**config.mk**
```make
export PLATFORM = sky130hd
export DESIGN_NAME = iibs_ctrl
export DESIGN_NICKNAME = d
export VERILOG_FILES = /design/src/rtl/core/iibs_pkg.sv /design/src/rtl/core/iibs_ctrl.sv
export SDC_FILE = /design/constraint.sdc
export NUM_CORES = 1
export LEC_CHECK = 0
export BUFFER_PORTS_ARGS = -buffer_cell sky130_fd_sc_hd__buf_2
export CORE_AREA = 2 2 39 41
export DETAILED_ROUTE_END_ITERATION = 8
export DIE_AREA = 0 0 41 43
export SKIP_CTS_REPAIR_TIMING = 1
export SYNTH_ARGS = -nofsm -noshare
export SYNTH_HDL_FRONTEND = slang
export SYNTH_SLANG_ARGS = --single-unit
```
**constraint.sdc**
```tcl
create_clock -name aclk -period 0.9 [get_ports aclk]
set_input_delay 0 -clock aclk [delete_from_list [all_inputs] [get_ports aclk]]
set_output_delay 0 -clock aclk [all_outputs]
set_load 0.02 [all_outputs]
```
**src/rtl/core/iibs_pkg.sv**
```systemverilog
// Shared types, widths and codes for the integral image box-sum block.
// Used by iibs_ctrl, iibs_dpath and integral_image_box_sum; depends on nothing.
`default_nettype none

package iibs_pkg;

    // Default sizes for the top-level parameters
    localparam int DEF_MAX_CHANNELS = 8;
    localparam int DEF_MAX_ROWS     = 128;
    localparam int DEF_MAX_COLS     = 64;
    localparam int DEF_PIXEL_BITS   = 16;

    // Fixed field and datapath widths
    localparam int SUM_W       = 29;   // table entry and box sum, unsigned Q29.0
    localparam int RSUM_W      = 22;   // running row sum
    localparam int CH_IN_W     = 3;
    localparam int ROW_IN_W    = 7;
    localparam int COL_IN_W    = 6;
    localparam int ROW_Q_W     = ROW_IN_W + 1;   // row after pin offset
    localparam int COL_Q_W     = COL_IN_W + 1;   // column after pin offset
    localparam int ROWS_CFG_W  = 8;
    localparam int COLS_CFG_W  = 7;
    localparam int CHANS_CFG_W = 4;
    localparam int CFG_DATA_W  = 8;
    localparam int CFG_IDX_W   = 2;
    localparam int LIM_W       = 11;   // wide enough for any size limit

    // Register reset values before clamping
    localparam logic [ROWS_CFG_W-1:0] RST_ROWS  = 8'd128;
    localparam logic [ROWS_CFG_W-1:0] RST_COLS  = 8'd64;
    localparam logic [ROWS_CFG_W-1:0] RST_CHANS = 8'd8;

    // Configuration register indexes
    typedef enum logic [CFG_IDX_W-1:0] {
        CFG_IMAGE_ROWS = 2'd0,
        CFG_IMAGE_COLS = 2'd1,
        CFG_CHANNELS   = 2'd2
    } cfg_index_t;

    // Item modes
    localparam logic MODE_LOAD  = 1'b0;
    localparam logic MODE_QUERY = 1'b1;

    // Commands from controller to datapath
    typedef struct packed {
        logic take_item;   // register the accepted item
        logic rd_load;     // read the entry above the load position
        logic load_wr;     // write the new table entry and advance
        logic rd_q0;       // read corners (r1,c1) and (r0-1,c1)
        logic rd_q1;       // read corners (r1,c0-1) and (r0-1,c0-1)
        logic out_load;    // load the result register
    } iibs_cmd_t;

    // Clamp a register value to 1..hi
    function automatic logic [ROWS_CFG_W-1:0] clamp_cfg(
        input logic [ROWS_CFG_W-1:0] v,
        input logic [LIM_W-1:0]      hi
    );
        logic [ROWS_CFG_W-1:0] r;
        r = v;
        if (v == '0) begin
            r = 8'd1;
        end else if (LIM_W'(v) > hi) begin
            r = hi[ROWS_CFG_W-1:0];
        end
        return r;
    endfunction

endpackage

`default_nettype wire

```
**src/rtl/core/iibs_ctrl.sv**
```systemverilog
// Controller for the integral image box-sum block: item sequencing and result handshake.
// Depends on iibs_pkg (command struct, mode codes).
`default_nettype none

module iibs_ctrl (
    input  wire logic              aclk,
    input  wire logic              aresetn,
    input  wire logic              s_valid,
    input  wire logic              s_mode,
    output logic                   s_ready,
    output logic                   m_valid,
    input  wire logic              m_ready,
    output iibs_pkg::iibs_cmd_t    cmd
);

    typedef enum logic [2:0] {
        S_IDLE,
        S_LD_WR,
        S_Q_RD0,
        S_Q_RD1,
        S_Q_SUM
    } state_t;

    state_t state_reg, state_next;
    logic   s_ready_reg;
    logic   m_valid_reg, m_valid_next;
    logic   out_free;
    logic   take;

    assign out_free = !m_valid_reg || m_ready;
    assign take     = (state_reg == S_IDLE) && s_valid && s_ready_reg;

    // Next state and result-valid
    always_comb begin
        state_next   = state_reg;
        m_valid_next = m_valid_reg && !m_ready;
        unique case (state_reg)
            S_IDLE: begin
                if (take) begin
                    state_next = (s_mode == iibs_pkg::MODE_QUERY) ? S_Q_RD0 : S_LD_WR;
                end
            end
            S_LD_WR: state_next = S_IDLE;
            S_Q_RD0: state_next = S_Q_RD1;
            S_Q_RD1: state_next = S_Q_SUM;
            S_Q_SUM: begin
                // hold until the result register is free
                if (out_free) begin
                    state_next   = S_IDLE;
                    m_valid_next = 1'b1;
                end
            end
            default: state_next = S_IDLE;
        endcase
    end

    // State and registered handshake outputs
    always_ff @(posedge aclk) begin
        if (!aresetn) begin
            state_reg   <= S_IDLE;
            s_ready_reg <= 1'b1;
            m_valid_reg <= 1'b0;
        end else begin
            state_reg   <= state_next;
            s_ready_reg <= (state_next == S_IDLE);
            m_valid_reg <= m_valid_next;
        end
    end

    // Datapath commands
    always_comb begin
        cmd.take_item = take;
        cmd.rd_load   = (state_reg == S_IDLE);
        cmd.load_wr   = (state_reg == S_LD_WR);
        cmd.rd_q0     = (state_reg == S_Q_RD0);
        cmd.rd_q1     = (state_reg == S_Q_RD1);
        cmd.out_load  = (state_reg == S_Q_SUM) && out_free;
    end

    assign s_ready = s_ready_reg;
    assign m_valid = m_valid_reg;

    // A load transfer goes straight to the table write
    a_load_seq: assert property (@(posedge aclk) disable iff (!aresetn)
        (take && s_mode == iibs_pkg::MODE_LOAD) |=> state_reg == S_LD_WR)
        else $error("load did not move to the write state");

    // A query transfer walks both read states before summing
    a_query_seq: assert property (@(posedge aclk) disable iff (!aresetn)
        (take && s_mode == iibs_pkg::MODE_QUERY)
            |=> state_reg == S_Q_RD0 ##1 state_reg == S_Q_RD1 ##1 state_reg == S_Q_SUM)
        else $error("query read sequence broken");

    // Only a finished query raises the result valid
    a_valid_src: assert property (@(posedge aclk) disable iff (!aresetn)
        $rose(m_valid_reg) |-> $past(state_reg) == S_Q_SUM)
        else $error("result valid raised outside the sum state");

    // Never overwrite a result that has not been taken
    a_no_overwrite: assert property (@(posedge aclk) disable iff (!aresetn)
        cmd.out_load |-> (!m_valid_reg || m_ready))
        else $error("result register overwritten while still held");

endmodule

`default_nettype wire

```
==> results.tsv, run 1 <==
stage	metric	value	unit
die	num_rows	14	
timing	slew_violations	0	
finish	finalInstanceArea	475	µm²
detailed_routing	route.detailed.drc	0	
synthesis	yosysTopAreaCellShare	41.9	%
synthesis	yosys.cell_types.count	16	
synthesis	synthTopCellsByArea	dfxtp_1, o21a_1, and2_1	
finish	fin_nets	52	
placement	portBuffers	12	
synthesis	syn_area	239	µm²
worst_setup_path	path_max_fanout	5	
finish	fillers	152	
timing	fmax	891	MHz
worst_setup_path	cp-end-kind	output pin	
synthesis	ys_seq_area_share	41.9	%
finish	syn2layout_area_growth	99.0	%
job	cap_viol_max_count	0	
timing	post-route-period-util	125	%
worst_setup_path	worst_ep_arrival_time	1.12	ns
timing	slew_headroom	88.3	%
synthesis	yosysTopAreaCell	dfxtp_1	
min_path	hold_class	in2reg	
die	core	0.00138	mm²
clock_network	cts_made_buffers	3	
clock_network	htreeDepth	1	
detailed_routing	drt_pass1_iterations	4	
finish	largest_reg_flops	3	
run_status	failed_checks	negative setup slack	
clock_network	cts_sinks	5	
placement	dpl_cell_area	353	µm²
placement	place_congestion	0.680	
global_routing	grt_usage	6.74	%
clock_network	root_buffer	clkbuf_4	
worst_setup_path	cp-start-kind	register	
synthesis	ys_ff_latch	5	
timing	layout_setup_ws	-0.222	ns
die	initial_utilization	17.3	%
power	leakage	0.000200	µW
clock_network	clkLatencyLatePin	0.23	ns
detailed_routing	via_count	256	
power	ir_worst_vdd	0.000624	V
detailed_routing	vias_per_cell	4.13	
global_routing	grt_pass1_vias	198	
die	fp.dieH	43	µm
timing	setup_violations	10	
synthesis	synth_nets	32	
timing	worst_pin_slew	0.176	ns
die	die_area	0.00176	mm²
global_routing	grt_antenna_before_repair	0	
detailed_routing	avgRoutedWirePerCell	10.3	µm
power	power_density	1410	mW/mm²
clock_network	cts_max_path_buffers	2	
detailed_routing	drt_wl_total	638	µm
timing	layout_min_cycle_time	1.12	ns
die	pin_count	13	
synthesis	synthFlopType	dfxtp_1	
synthesis	syn-instance-count	27	
synthesis	synth_edf_count	0	
finish	drive_above_1_share	71.7	%
finish	multi_input_area	193	µm²
global_routing	grt_pass1_wl	752	µm
clock_network	clkTransAtPathRegs	0.04	ns
synthesis	ys_async_sr_fraction	0	%
run_status	status	finished, violations left	
timing	rsz0062_at_grt	true	
synthesis	yosysWarnings	0	
detailed_routing	detail-route-antenna-nets	0	
worst_setup_path	path_class	reg2out	
finish	diodes	0	
timing	hold_violations	0	
synthesis	avgSynthCellArea	8.85	µm²
detailed_routing	first_iter_violations	1	
placement	place_ws	-0.0354	ns
die	die_w	41	µm
timing	fin_skew	0.000389	ns
worst_setup_path	cp_data_required_time	0.90	ns
global_routing	grt_max_degree	7	
timing	setup-tns-final	-1.20	ns
finish	seq_area	115	µm²
placement	hpwl	416	µm
global_routing	grt.overflow.total	0	
power	power	672	µW
clock_network	cts_tree	done	
## where the power goes
part	internal, µW	switching (µW)	leakage [µW]
sequential	229	25.7	0.0000439
clock	167	84.2	0.0000150
combinational	87.3	78.4	0.000141
## critical path, cell delays in order, from the launching register on
cell and delay [ns]:
dfxtp_4 0.36, buf_4 0.14, nor2_4 0.12, and2_1 0.15, buf_6 0.11
## final timing paths
check,startpoint,end,slack (ns),depth (start not counted)
worst max-delay path,state_reg[2],cmd[2],-0.22,4
worst min-delay path,s_mode,state_reg[1],0.05,3
worst max register to register,state_reg[2],state_reg[2],-0.13,4
worst min register to register,state_reg[0],state_reg[1],0.58,3
## Yosys cell counts, drive strengths merged, types with 2 or more instances
master	number
o21a	2
nand2	2
dfxtp	5
and2	2
nor2	3
nor2b	2
nor3b	2
and3	2
## final cells by class
class	instances	share of cell area [%]
multi-input cells	20	40.5
flip-flops and latches	5	24.2
repair buffers	16	24.7
inverters	1	0.789
well taps	16	4.21
clock buffers	4	5.53
## per-layer routing
metal  up-vias  track usage (%)  part of all wire, %
met5         -                0                    0
met4         0             6.00                    0
met3         0             3.14                  8.0
met2         9             8.44                   51
met1       115             8.09                   41
li1        132                -                    -
## stage by stage
stage / cells / hold slack, ns / utilization, %
3_5_place_dp: 55 / 0.227 / 25.5
5_1_grt: 62 / 0.0477 / 34.4
4_1_cts: 59 / -0.0227 / 27.4
2_1_floorplan: 27 / 0.0800 / -
3_3_place_gp: 55 / 0.223 / 25.5
6_report: 62 / 0.0527 / 34.4
## logic make-up after synthesis
family                 Yosys count  share of synthesized area, %
and+or+nand+nor                 14                          34.0
AOI/OAI and AO/OA                6                          19.4
DFF                              5                          41.9
buffers and inverters            2                          4.71
## placed cells by master (no fill, tap or decap)
cell / Yosys / routed
and2_4: 0 / 1
nor2_4: 0 / 1
clkbuf_4: 0 / 3
dlygate4sd3_1: 0 / 1
o21ba_4: 0 / 1
nor2_1: 3 / 2
nand2_2: 0 / 1
clkbuf_1: 0 / 1
dfxtp_1: 5 / 1
nor3b_4: 0 / 1
inv_1: 1 / 1
a31oi_1: 1 / 1
buf_4: 1 / 3
and2_1: 2 / 1
nand2_1: 2 / 1
nor2b_4: 0 / 2
buf_2: 0 / 8
buf_6: 0 / 4
nor3b_1: 1 / 1
and3_4: 0 / 2
dfxtp_4: 0 / 4
o21ai_2: 0 / 1
nor3_4: 0 / 1
o21a_1: 2 / 2
a32o_1: 1 / 1
(Power assumes the default switching activity.)
==> run 2, diff against run 1 <==
--- a/config.mk
+++ b/config.mk
@@ -10,6 +10,7 @@
 export DETAILED_ROUTE_END_ITERATION = 8
 export DIE_AREA = 0 0 41 43
 export SKIP_CTS_REPAIR_TIMING = 1
+export SKIP_LAST_GASP = 1
 export SYNTH_ARGS = -nofsm -noshare
 export SYNTH_HDL_FRONTEND = slang
 export SYNTH_SLANG_ARGS = --single-unit
==> results.tsv, run 2 (synthesis gave the netlist of run 1 again) <==
stage	metric	value	unit	change
run_status	status	finished, violations left		
run_status	failed_checks	negative setup slack		
detailed_routing	via_count	256		unchanged
global_routing	grt_usage	6.74	%	unchanged
die	core	0.00138	mm²	unchanged
finish	fin_util	34.4	%	unchanged
global_routing	grt.overflow.total	0		unchanged
die	die_area	0.00176	mm²	unchanged
worst_setup_path	path_max_fanout	5		unchanged
worst_setup_path	regToRegEndpoint	state_reg[2]		
worst_setup_path	cp_top_family	flip-flops		
worst_setup_path	ff2ff_path_depth	4		unchanged
die	num_rows	14		unchanged
finish	fillers	152		unchanged
worst_setup_path	cp_data_required_time	0.90	ns	about the same
worst_setup_path	slowest_stage	dfxtp_4		
detailed_routing	first_iter_violations	1		unchanged
worst_setup_path	startpoint	state_reg[2]		
placement	hpwl	416	µm	unchanged
timing	setup_violations	10		unchanged
detailed_routing	avgRoutedWirePerCell	10.3	µm	unchanged
detailed_routing	route.detailed.drc	0		unchanged
clock_network	cts_sinks	5		unchanged
finish	mostFrequentLayoutCells	buf_2, dfxtp_4, buf_6		
min_path	hold_class	in2reg		
placement	place_congestion	0.680		unchanged
timing	slew_violations	0		unchanged
worst_setup_path	r2r_start	state_reg[2]		
finish	drive_above_1_share	71.7	%	unchanged
clock_network	root_buffer	clkbuf_4		
job	cap_viol_max_count	0		unchanged
min_path	hp-start	s_mode		
power	ir_worst_vdd	0.000624	V	unchanged
worst_setup_path	cp.buffers_inverters	2		unchanged
detailed_routing	vias_per_cell	4.13		unchanged
detailed_routing	drt_pass1_iterations	4		unchanged
timing	post-route-period-util	125	%	unchanged
timing	hold_violations	0		unchanged
finish	fin_nets	52		unchanged
global_routing	grt_antenna_before_repair	0		unchanged
power	leakage	0.000200	µW	unchanged
timing	fin_skew	0.000389	ns	unchanged
global_routing	grt_max_degree	7		unchanged
timing	slew_headroom	88.3	%	unchanged
die	fp.dieH	43	µm	unchanged
clock_network	htreeDepth	1		unchanged
placement	portBuffers	12		unchanged
clock_network	cts_max_path_buffers	2		unchanged
worst_setup_path	cp_cell_sequence	buf_4 > nor2_4 > and2_1 > buf_6		
detailed_routing	drt_wl_total	638	µm	unchanged
finish	syn2layout_area_growth	99.0	%	unchanged
timing	rsz0062_at_grt	true		
timing	layout_min_cycle_time	1.12	ns	unchanged
timing	worst_pin_slew	0.176	ns	unchanged
clock_network	clkLatencyLatePin	0.23	ns	about the same
timing	fmax	891	MHz	unchanged
worst_setup_path	cp-end-kind	output pin		
clock_network	clkTransAtPathRegs	0.04	ns	about the same
global_routing	grt_pass1_wl	752	µm	unchanged
die	pin_count	13		unchanged
min_path	holdPathStages	3		unchanged
timing	layout_setup_ws	-0.222	ns	unchanged
detailed_routing	detail-route-antenna-nets	0		unchanged
min_path	worstHoldEndpoint	state_reg[1]		
finish	final_common_cell	buf_2		
global_routing	grt_pass1_vias	198		unchanged
worst_setup_path	worst_ep_arrival_time	1.12	ns	about the same
die	initial_utilization	17.3	%	unchanged
clock_network	cts_tree	done		
worst_setup_path	cp-start-kind	register		
clock_network	cts_made_buffers	3		unchanged
worst_setup_path	crit_path_max_incr_delay	0.36	ns	about the same
finish	largest_reg_flops	3		unchanged
worst_setup_path	r2r_slack	-0.13	ns	about the same
finish	diodes	0		unchanged
placement	place_ws	-0.0354	ns	unchanged
die	die_w	41	µm	unchanged
worst_setup_path	path_class	reg2out		
power	power_density	1410	mW/mm²	unchanged
-- run 2: cell counts in the layout (fill, tap and decap cells not counted) --
No cell type changed its count.
-- run 2: per-stage QoR --
step | cell area [µm²] | power (µW) | hold WS, ns | std cells | TNS (ns)
global placement | 353 | 381 | 0.223 | 55 | -0.0142
CTS | 379 | 640 | -0.0227 | 59 | -0.937
detailed placement | 353 | 382 | 0.227 | 55 | -0.0565
finish | 475 | 672 | 0.0527 | 62 | -1.20
global route | 475 | 722 | 0.0477 | 62 | -1.67
floorplan | 273 | 339 | 0.0800 | 27 | -0.0431
-- run 2: cell type report --
cell class	instances	area [µm²]	share of cell area (%)
Inverter	1	3.75	0.789
Sequential cell	5	115	24.2
Multi-Input combinational cell	20	193	40.5
Tap cell	16	20.0	4.21
Timing Repair Buffer	16	118	24.7
Clock buffer	4	26.3	5.53
-- run 2: power breakdown --
group          switching (µW)  total (µW)  internal (µW)
clock network            84.2         251            167
registers                25.7         255            229
logic                    78.4         166           87.3
-- run 2: layer usage --
layer | vias up | track usage, % | routed length (µm)
met2 | 9 | 8.44 | 327
met5 | - | 0 | 0
li1 | 132 | - | -
met1 | 115 | 8.09 | 259
met4 | 0 | 6.00 | 0
met3 | 0 | 3.14 | 51
-- run 2: worst reg2reg max path, delay by kind of cell, from the launching register on --
family / cells / cell delay (ns)
AND/OR/NAND/NOR: 2 / 0.28
flip-flops: 1 / 0.36
AO/OA/AOI/OAI: 1 / 0.16
buffers and inverters: 1 / 0.13
-- run 2: how the worst max path moves through the flow --
stage               slack (ns)           end  cells after the start
finish                   -0.22        cmd[2]                      4
global route             -0.27        cmd[2]                      4
CTS                      -0.26        cmd[0]                      3
detailed placement       -0.04       s_ready                      3
global placement        -0.009  state_reg[2]                      3
floorplan                -0.03        cmd[5]                      3
